--- src/rtl/core/s2f_pkg.sv ---
`default_nettype none
package s2f_pkg;

    typedef struct packed {
        logic [31:0] raw_sample;
        logic        last_in;
    } t_in_beat;

    typedef struct packed {
        logic [31:0] float_bits;
        logic        width_error;
        logic        last_out;
    } t_out_beat;

    localparam logic [1:0] WC_8   = 2'd0;
    localparam logic [1:0] WC_16  = 2'd1;
    localparam logic [1:0] WC_32  = 2'd2;
    localparam logic [1:0] WC_BAD = 2'd3;

    localparam logic REG_WIDTH_CODE   = 1'b0;
    localparam logic REG_FLOAT_FORMAT = 1'b1;

    // conversion path selected for one sample
    localparam logic [1:0] PATH_UINT = 2'd0;
    localparam logic [1:0] PATH_HALF = 2'd1;
    localparam logic [1:0] PATH_PASS = 2'd2;
    localparam logic [1:0] PATH_ERR  = 2'd3;

endpackage
`default_nettype wire

--- src/rtl/core/s2f_pipe.sv ---
`default_nettype none
// Three-stage conversion pipe: decode/mask, leading-one count + normalize,
// round + pack. No stall; each stage ends in a register and a beat never waits.
module s2f_pipe
    import s2f_pkg::*;
(
    input  wire logic      i_clk,
    input  wire logic      i_rst_n,
    input  wire logic      i_valid,
    input  wire t_in_beat  i_beat,
    input  wire logic [1:0] i_width_code,
    input  wire logic      i_float_format,
    output logic           o_valid,
    output t_out_beat      o_beat
);
    // stage 1
    logic        r_v1, n_v1;
    logic [1:0]  r_path1, n_path1;
    logic [31:0] r_val1, n_val1;
    logic        r_last1;
    // stage 2
    logic        r_v2;
    logic [1:0]  r_path2;
    logic [31:0] r_val2;
    logic [31:0] r_norm2;   // source value (uint, or half mantissa) shifted so leading one sits at bit 31
    logic [4:0]  r_top2;    // bit position of leading one
    logic        r_zero2;
    logic        r_last2;
    // stage 3
    logic        r_v3;
    t_out_beat   r_out3;

    always_comb begin
        n_v1 = i_valid;
        n_val1 = i_beat.raw_sample;
        n_path1 = PATH_UINT;
        case (i_width_code)
            WC_8: begin
                n_val1 = {24'd0, i_beat.raw_sample[7:0]};
            end
            WC_16: begin
                n_val1 = {16'd0, i_beat.raw_sample[15:0]};
                n_path1 = i_float_format ? PATH_HALF : PATH_UINT;
            end
            WC_32: begin
                n_path1 = i_float_format ? PATH_PASS : PATH_UINT;
            end
            default: begin
                n_path1 = PATH_ERR;
            end
        endcase
    end

    always_ff @(posedge i_clk) begin
        if (!i_rst_n) begin
            r_v1 <= 1'b0;
            r_v2 <= 1'b0;
            r_v3 <= 1'b0;
        end else begin
            r_v1 <= n_v1;
            r_v2 <= r_v1;
            r_v3 <= r_v2;
        end
        r_path1 <= n_path1;
        r_val1  <= n_val1;
        r_last1 <= i_beat.last_in;
    end

    // leading-one search; for half, search the 10-bit mantissa
    logic [31:0] s_src;
    logic [4:0]  s_top;
    always_comb begin
        s_src = (r_path1 == PATH_HALF) ? {22'd0, r_val1[9:0]} : r_val1;
        s_top = 5'd0;
        for (int k = 0; k < 32; k++) begin
            if (s_src[k]) s_top = 5'(k);
        end
    end

    always_ff @(posedge i_clk) begin
        r_path2 <= r_path1;
        r_val2  <= r_val1;
        r_top2  <= s_top;
        r_zero2 <= (s_src == 32'd0);
        r_norm2 <= s_src << (5'd31 - s_top);
        r_last2 <= r_last1;
    end

    // stage 3: round and pack
    logic [31:0] s_bits;
    logic [24:0] s_mant;
    logic [7:0]  s_exp;
    logic        s_rnd;
    logic [4:0]  s_hex;
    always_comb begin
        s_bits = 32'd0;
        s_exp  = 8'd126 + {3'd0, r_top2};
        // mantissa with hidden bit = norm[31:8]; guard = norm[7], sticky = rest
        s_rnd  = r_norm2[7] && ((|r_norm2[6:0]) || r_norm2[8]);
        s_mant = {1'b0, r_norm2[31:8]} + {24'd0, s_rnd};
        s_hex  = r_val2[14:10];
        case (r_path2)
            PATH_UINT: begin
                if (!r_zero2) s_bits = {1'b0, s_exp, 23'd0} + {7'd0, s_mant};
            end
            PATH_HALF: begin
                if (s_hex == 5'd0) begin
                    if (r_zero2) s_bits = {r_val2[15], 31'd0};
                    else s_bits = {r_val2[15], 8'(r_top2 + 8'd103), r_norm2[30:8]};
                end else if (s_hex == 5'd31) begin
                    s_bits = {r_val2[15], 8'hFF, r_val2[9:0], 13'd0};
                end else begin
                    s_bits = {r_val2[15], 8'({3'd0, s_hex} + 8'd112), r_val2[9:0], 13'd0};
                end
            end
            PATH_PASS: s_bits = r_val2;
            default:   s_bits = 32'd0;
        endcase
    end

    always_ff @(posedge i_clk) begin
        r_out3.float_bits  <= s_bits;
        r_out3.width_error <= (r_path2 == PATH_ERR);
        r_out3.last_out    <= r_last2;
    end

    assign o_valid = r_v3;
    assign o_beat  = r_out3;
endmodule
`default_nettype wire

--- src/rtl/core/sample_to_float32_converter_unit.sv ---
`default_nettype none
// channel | direction | handshake          | payload
// input   | in        | i_start & !o_busy  | i_in (t_in_beat)
// result  | out       | o_done strobe      | o_out (t_out_beat)
// config  | in        | i_cfg_valid&ready  | i_cfg_index, i_cfg_data
//
// One sample per cycle; each result is registered through every stage.
// The rate is set by the three-stage pipe: mask, leading-one normalize,
// round/pack. o_busy is always low: the receiver cannot stall, so no
// beat ever waits. Synchronous active-low reset empties the pipe and
// restores width_code=16-bit, float_format=integer.
module sample_to_float32_converter_unit
    import s2f_pkg::*;
(
    input  wire logic      i_clk,
    input  wire logic      i_rst_n,
    input  wire logic      i_start,
    input  wire t_in_beat  i_in,
    output logic           o_busy,
    output logic           o_done,
    output t_out_beat      o_out,
    input  wire logic      i_cfg_valid,
    output logic           o_cfg_ready,
    input  wire logic      i_cfg_index,
    input  wire logic [31:0] i_cfg_data
);
    logic [1:0] r_width_code;
    logic       r_float_format;

    assign o_busy      = 1'b0;
    assign o_cfg_ready = 1'b1;

    always_ff @(posedge i_clk) begin
        if (!i_rst_n) begin
            r_width_code   <= WC_16;
            r_float_format <= 1'b0;
        end else if (i_cfg_valid) begin
            if (i_cfg_index == REG_WIDTH_CODE) r_width_code <= i_cfg_data[1:0];
            else r_float_format <= i_cfg_data[0];
        end
    end

    s2f_pipe u_pipe (
        .i_clk         (i_clk),
        .i_rst_n       (i_rst_n),
        .i_valid       (i_start && !o_busy),
        .i_beat        (i_in),
        .i_width_code  (r_width_code),
        .i_float_format(r_float_format),
        .o_valid       (o_done),
        .o_beat        (o_out)
    );
endmodule
`default_nettype wire

--- config.mk ---
export PLATFORM = sky130hd
export DESIGN_NAME = sample_to_float32_converter_unit
export DESIGN_NICKNAME = d
export VERILOG_FILES = /design/src/rtl/core/s2f_pkg.sv /design/src/rtl/core/s2f_pipe.sv /design/src/rtl/core/sample_to_float32_converter_unit.sv
export SDC_FILE = /design/constraint.sdc
export NUM_CORES = 1
export LEC_CHECK = 0
export BUFFER_PORTS_ARGS = -buffer_cell sky130_fd_sc_hd__buf_2
export CORE_UTILIZATION = 57
export DETAILED_ROUTE_END_ITERATION = 8
export PLACE_DENSITY = 0.8
export SLEW_MARGIN = 20
export SYNTH_ARGS = -nofsm -noshare
export SYNTH_HDL_FRONTEND = slang
export SYNTH_SLANG_ARGS = --single-unit
--- constraint.sdc ---
create_clock -name i_clk -period 3.5 [get_ports i_clk]
set_clock_uncertainty 0.2 [all_clocks]
set_input_delay 0 -clock i_clk [delete_from_list [all_inputs] [get_ports i_clk]]
set_output_delay 0 -clock i_clk [all_outputs]
set_load 0.02 [all_outputs]
After elaboration in Yosys (flattened, before gate mapping)
Index checks and enable logic that the tools add are counted.
Widths: inputs -> output; s select.

word-level totals
  input port bits = 70
  flip-flop bits (word level) = 148
  output and inout port bits = 37
  word-level logic and storage cells = 82

cells by class
  reduce and logical (&&, ||, !) cells = 9
  bitwise logic cells = 1
  add/sub/neg operators = 6
  eq/ne operators = 7
  muxes and demuxes = 41
  shift operators = 1

operator list
  cell                 count
  $pmux 32 s3          1
  $mux 31              3
  $mux 5               16
  $mux 32              2
  $pmux 32 s2          1
  $add 31x25->32       1
  $logic_not 32->1     1
  $mux 4               8
  $shl 32x5->32        1
  $add 24x1->25        1
  $add 5x7->8 const B  2
  $mux 3               4
  $add 7x5->8 const A  1
  $reduce_or 7->1      1
  $eq 2x1->1 const B   3
  $eq 2x2->1 const B   3
  $mux 2               3
  $pmux 2 s3           1
  $eq 5x5->1 const B   1
  $logic_not 5->1      1
  $sub 5x5->5 const A  1
  $logic_not 2->1      2
  $reduce_and 2->1     2
  $mux 1               2
  other kinds (3)      3

Longest topological paths before layout
  depth in word-level cells = 35
  mapped depth = 13
  gate-level depth less buffers = 11

Cells and area by module
A second synthesis with hierarchy kept.

unflattened totals
  cells, all modules = 771
  area total of the unflattened synthesis = 6,932.9 um2

by module, submodules not included
  module                            times used  seq. area each (um2)  cells an instance  area an instance (um2)
  s2f_pipe                          1           2,902.8               753                6,779.0
  sample_to_float32_converter_unit  1           60.1                  18                 153.9

Worst setup path before layout
No wires, ideal clock.

  path kind = register to register
  start = register u_pipe.r_path1[1]
  end = register u_pipe.r_norm2[30]
  setup slack = 0.610 ns
  buffers on the path = 2
  data required time = 3.166 ns
  data arrival time = 2.555 ns
  period minus slack after synthesis = 2.890 ns
  cell stages (with the launch flop) = 12
  library setup time = 0.134 ns
  cells stage by stage = dfxtp_1 > and2b_1 > buf_2 > o22ai_1 > o311ai_1 > a22oi_2 > buf_4 > mux2i_1 > o21ai_0 > o22ai_2 > o2bb2ai_1 > or4_1

on the way
  longest elaborated chain between the ends = 26

ends and longest elaborated chain
  item                    line            text
  start, declared         s2f_pipe.sv:18  logic [1:0] r_path1, n_path1;
  start signal, assigned  s2f_pipe.sv:64  r_path1 <= n_path1;
  $eq 2x1->1 (*)          s2f_pipe.sv:73  s_src = (r_path1 == PATH_HALF) ? {22'd0, r_val1[9:0]} : r_val1;
  $mux 32 (*)             s2f_pipe.sv:73
  $mux 4 (6 in series)    s2f_pipe.sv:76  if (s_src[k]) s_top = 5'(k);
  $mux 5 (16 in series)   s2f_pipe.sv:76
  $sub 5x5->5             s2f_pipe.sv:85  r_norm2 <= s_src << (5'd31 - s_top);
  $shl 32x5->32 (*)       s2f_pipe.sv:85
  end signal, assigned    s2f_pipe.sv:85
  end, declared           s2f_pipe.sv:25  logic [31:0] r_norm2;

Every way passes the cells marked *; elsewhere a longest branch is shown, timed or not.
A chain may end at the register's enable or synchronous reset.

Worst setup path after layout
  start = register u_pipe.r_path1[1]
  end = register u_pipe.r_norm2[27]

Same word-level chain as after synthesis.

==> metrics.cfg <==
[setup_path]
crit_start = u_pipe.r_path1[1]
critPathBufInv = 2
critPathArrivalTime_ps = 3510
critical_path_class = reg -> reg
max_stage_delay_ps = 380
worstSetupEndpointType = flip-flop
path_cells = and2b_2, buf_4, nor2_1, a31oi_1, a22oi_2, buf_12, mux2i_2, mux2i_1, mux2_2, a211oi_1, o31ai_1
start_kind = flip-flop
crit_fanout = 33
slowest_stage = a211oi_1
cpLargestDelayFamily = compound AO/OA/AOI/OAI gates
worstPathRequired_ps = 3590
reg2reg_from = u_pipe.r_path1[1]

[power_and_ir_drop]
ir_worst_vdd_v = 0.000449
pwr-share-comb = 0.330
p_int_w = 0.00381
seqPwrFrac = 0.380
power.share.clock = 0.290
netSwitchingPower_w = 0.00217
p_leak_nw = 3.66
p_sw_frac = 0.363
power_density_nw_per_um2 = 690

[logic_synthesis]
yosys_warnings = 0
synthTopCellsByArea = dfxtp_1 43%, mux2i_1 7.0%, nor2_1 4.6%, a21oi_1 4.0%, nand2_1 2.8%
synth_seq_cells = 148
synth_edf_count = 0
syn_inst = 781
yosysTopAreaCellShare = 0.425
synthTopCellsByCount = 148 x dfxtp_1, 85 x nor2_1, 55 x a21oi_1
yosysUniqueCellTypes = 74
synth_seq_area_share = 0.425
yosysMostFrequentCell = dfxtp_1
synth_ff_type = dfxtp_1
syn_area_um2 = 6970
synth_nets = 856
yosysTopAreaCell = dfxtp_1
avgSynthCellArea_um2 = 8.92
async_reset_ff_frac = 0

[grt]
overflow = 0
grt_max_degree = 34
grt_pass1_wl_um = 35600
antenna_found_initial = 0
grt_pass1_vias = 6543
grt_use_total = 0.371

[routing]
ant_nets = 0
wl_um = 23100
drt_iter0_drc = 862
drc = 0
detail_route.wl_per_cell_um = 21.4
drt_first_pass_iters = 5
num_vias = 6832
via_per_inst = 6.35

[timing]
rsz0062_at_grt = no
setup_tns_ps = 0
relSlewSlack = 0.512
maxSlewViolCount = 0
tightest_slew_ps = 732
hold_violations = 0
min_period_ps = 3420
finalCritPeriodShare = 0.977
setup_viol = 0
hold_slack_ps = 3.35
fmax_mhz = 292

[floorplanning]
rows = 40
dieArea_um2 = 12700
die_x_um = 113
io_pins = 107
die_height_um = 113
initial_core_util = 0.582
core_area_um2 = 12000

[clock_tree]
cts-buffers-inserted = 17
cts.sinks = 148
clk_pin_slew_ps = 60
h-tree-depth = 4
clk-insertion-delay-late_ps = 430
root_buffer = clkbuf_16
cts.path.max_buffers = 2
cts_tree = yes

[cells_and_area]
fillerInstances = 858
syn_to_final_growth_pct = 24.4
final_nets = 991
multi_input_area_um2 = 3740
antenna_cells = 0
drive_gt1_frac = 0.201
seq_area_um2 = 2960

[place]
gp_congestion = 0.986
dp_hpwl_um = 15800
portBuffers = 74

[min_path]
min-delay-path-class = in -> reg
hp-start = i_in[8]

[outcome]
status = finished clean

[job]
max_cap_violations = 0

power by group through the flow:
stage	logic [W]	clock network [W]	registers, W
final	0.00197	0.00173	0.00227
after global routing	0.00211	0.00180	0.00229
after CTS	0.00192	0.00174	0.00226
after detailed placement	0.00187	0	0.00229
after global placement	0.00186	0	0.00229
after floorplan	0.00115	0	0.00237
worst register-to-register path, stage by stage (launching register included):
cell	delay, ps
dfxtp_1	360
and2b_2	310
buf_4	190
nor2_1	210
a31oi_1	120
a22oi_2	300
buf_12	280
mux2i_2	300
mux2i_1	160
mux2_2	320
a211oi_1	380
o31ai_1	160
routing by layer:
metal | routed length, µm | vias to the layer above | GRT usage
li1 | - | 3121 | -
met1 | 9300 | 3232 | 0.463
met2 | 10800 | 393 | 0.600
met3 | 1810 | 86 | 0.0756
met4 | 1120 | 0 | 0.209
met5 | 0 | - | 0
cell usage in the layout (no fill, tap or decap), types with 10 or more instances in the layout:
| cell | synthesis | layout |
|---|---|---|
| nor3_1 | 23 | 23 |
| buf_2 | 6 | 74 |
| and2_1 | 28 | 28 |
| o22ai_1 | 10 | 10 |
| clkbuf_16 | 0 | 17 |
| dlygate4sd3_1 | 0 | 44 |
| o221ai_1 | 12 | 12 |
| a21oi_1 | 55 | 55 |
| nand3_1 | 18 | 18 |
| nor2b_1 | 13 | 13 |
| o21ai_0 | 32 | 32 |
| a22oi_1 | 13 | 13 |
| dfxtp_1 | 148 | 148 |
| mux2i_1 | 49 | 46 |
| mux2_2 | 13 | 13 |
| inv_1 | 13 | 13 |
| a31oi_1 | 10 | 10 |
| xnor2_1 | 12 | 12 |
| nor2_1 | 85 | 85 |
| buf_4 | 6 | 40 |
| nand2_1 | 52 | 52 |
area by class of cell:
cell class              instances  share of cell area
clock inverters                14              0.0152
multi-input cells             572               0.431
inverters                      17             0.00794
flip-flops and latches        148               0.342
clock buffers                  18              0.0495
repair buffers                160               0.133
well taps                     147              0.0212
metrics by stage:
stage	instances	worst slack (ps)	cell area (µm²)	utilization	power (W)
final	1076	80.5	8660	0.724	0.00598
after global routing	1076	13.0	8660	0.724	0.00620
after detailed placement	1000	195	7650	0.640	0.00416
after CTS	1076	160	8650	0.723	0.00592
after global placement	1000	227	7650	0.640	0.00415
after floorplan	781	610	6970	-	0.00352
worst paths after layout:
check | to | slack [ps] | cells past startpoint
hold reg to reg | u_pipe.o_beat[0] | 130 | 0
setup reg to reg | u_pipe.r_norm2[27] | 80 | 11
hold / removal | u_pipe.r_val1[7] | 3 | 2
setup / recovery | u_pipe.r_norm2[27] | 80 | 11
state kept, by name, indices dropped and copies added (netlist names):
| name | cells |
|---|---|
| r_float_format | 1 |
| r_width_code | 2 |
| u_pipe.o_beat | 34 |
| u_pipe.o_valid | 1 |
| u_pipe.r_last1 | 1 |
| u_pipe.r_last2 | 1 |
| u_pipe.r_norm2 | 32 |
| u_pipe.r_path1 | 2 |
| u_pipe.r_path2 | 2 |
| u_pipe.r_top2 | 5 |
| u_pipe.r_v1 | 1 |
| u_pipe.r_v2 | 1 |
| u_pipe.r_val1 | 32 |
| u_pipe.r_val2 | 32 |
| u_pipe.r_zero2 | 1 |
cell families (layout without fill, tap and decap cells):
logic type                 after synthesis  after routing  synth area share
and+or+nand+nor                        274            274             0.195
DFF                                    148            148             0.425
buffers and inverters                   61            209            0.0401
other                                    2              2           0.00108
AOI/OAI and AO/OA                      207            207             0.209
adders and majority gates                5              5           0.00898
xor gates and xnor gates                21             21            0.0264
muxes                                   63             63            0.0946
timing repair:
action / CTS / global route
endpoints found under the hold margin: 39 / 0
endpoints found under the setup margin: 0 / 6
resized for setup: 0 / 4
hold buffers: 44 / 0
buffers inserted: 0 / 0
Note: power is estimated with default switching activity, not from simulation.
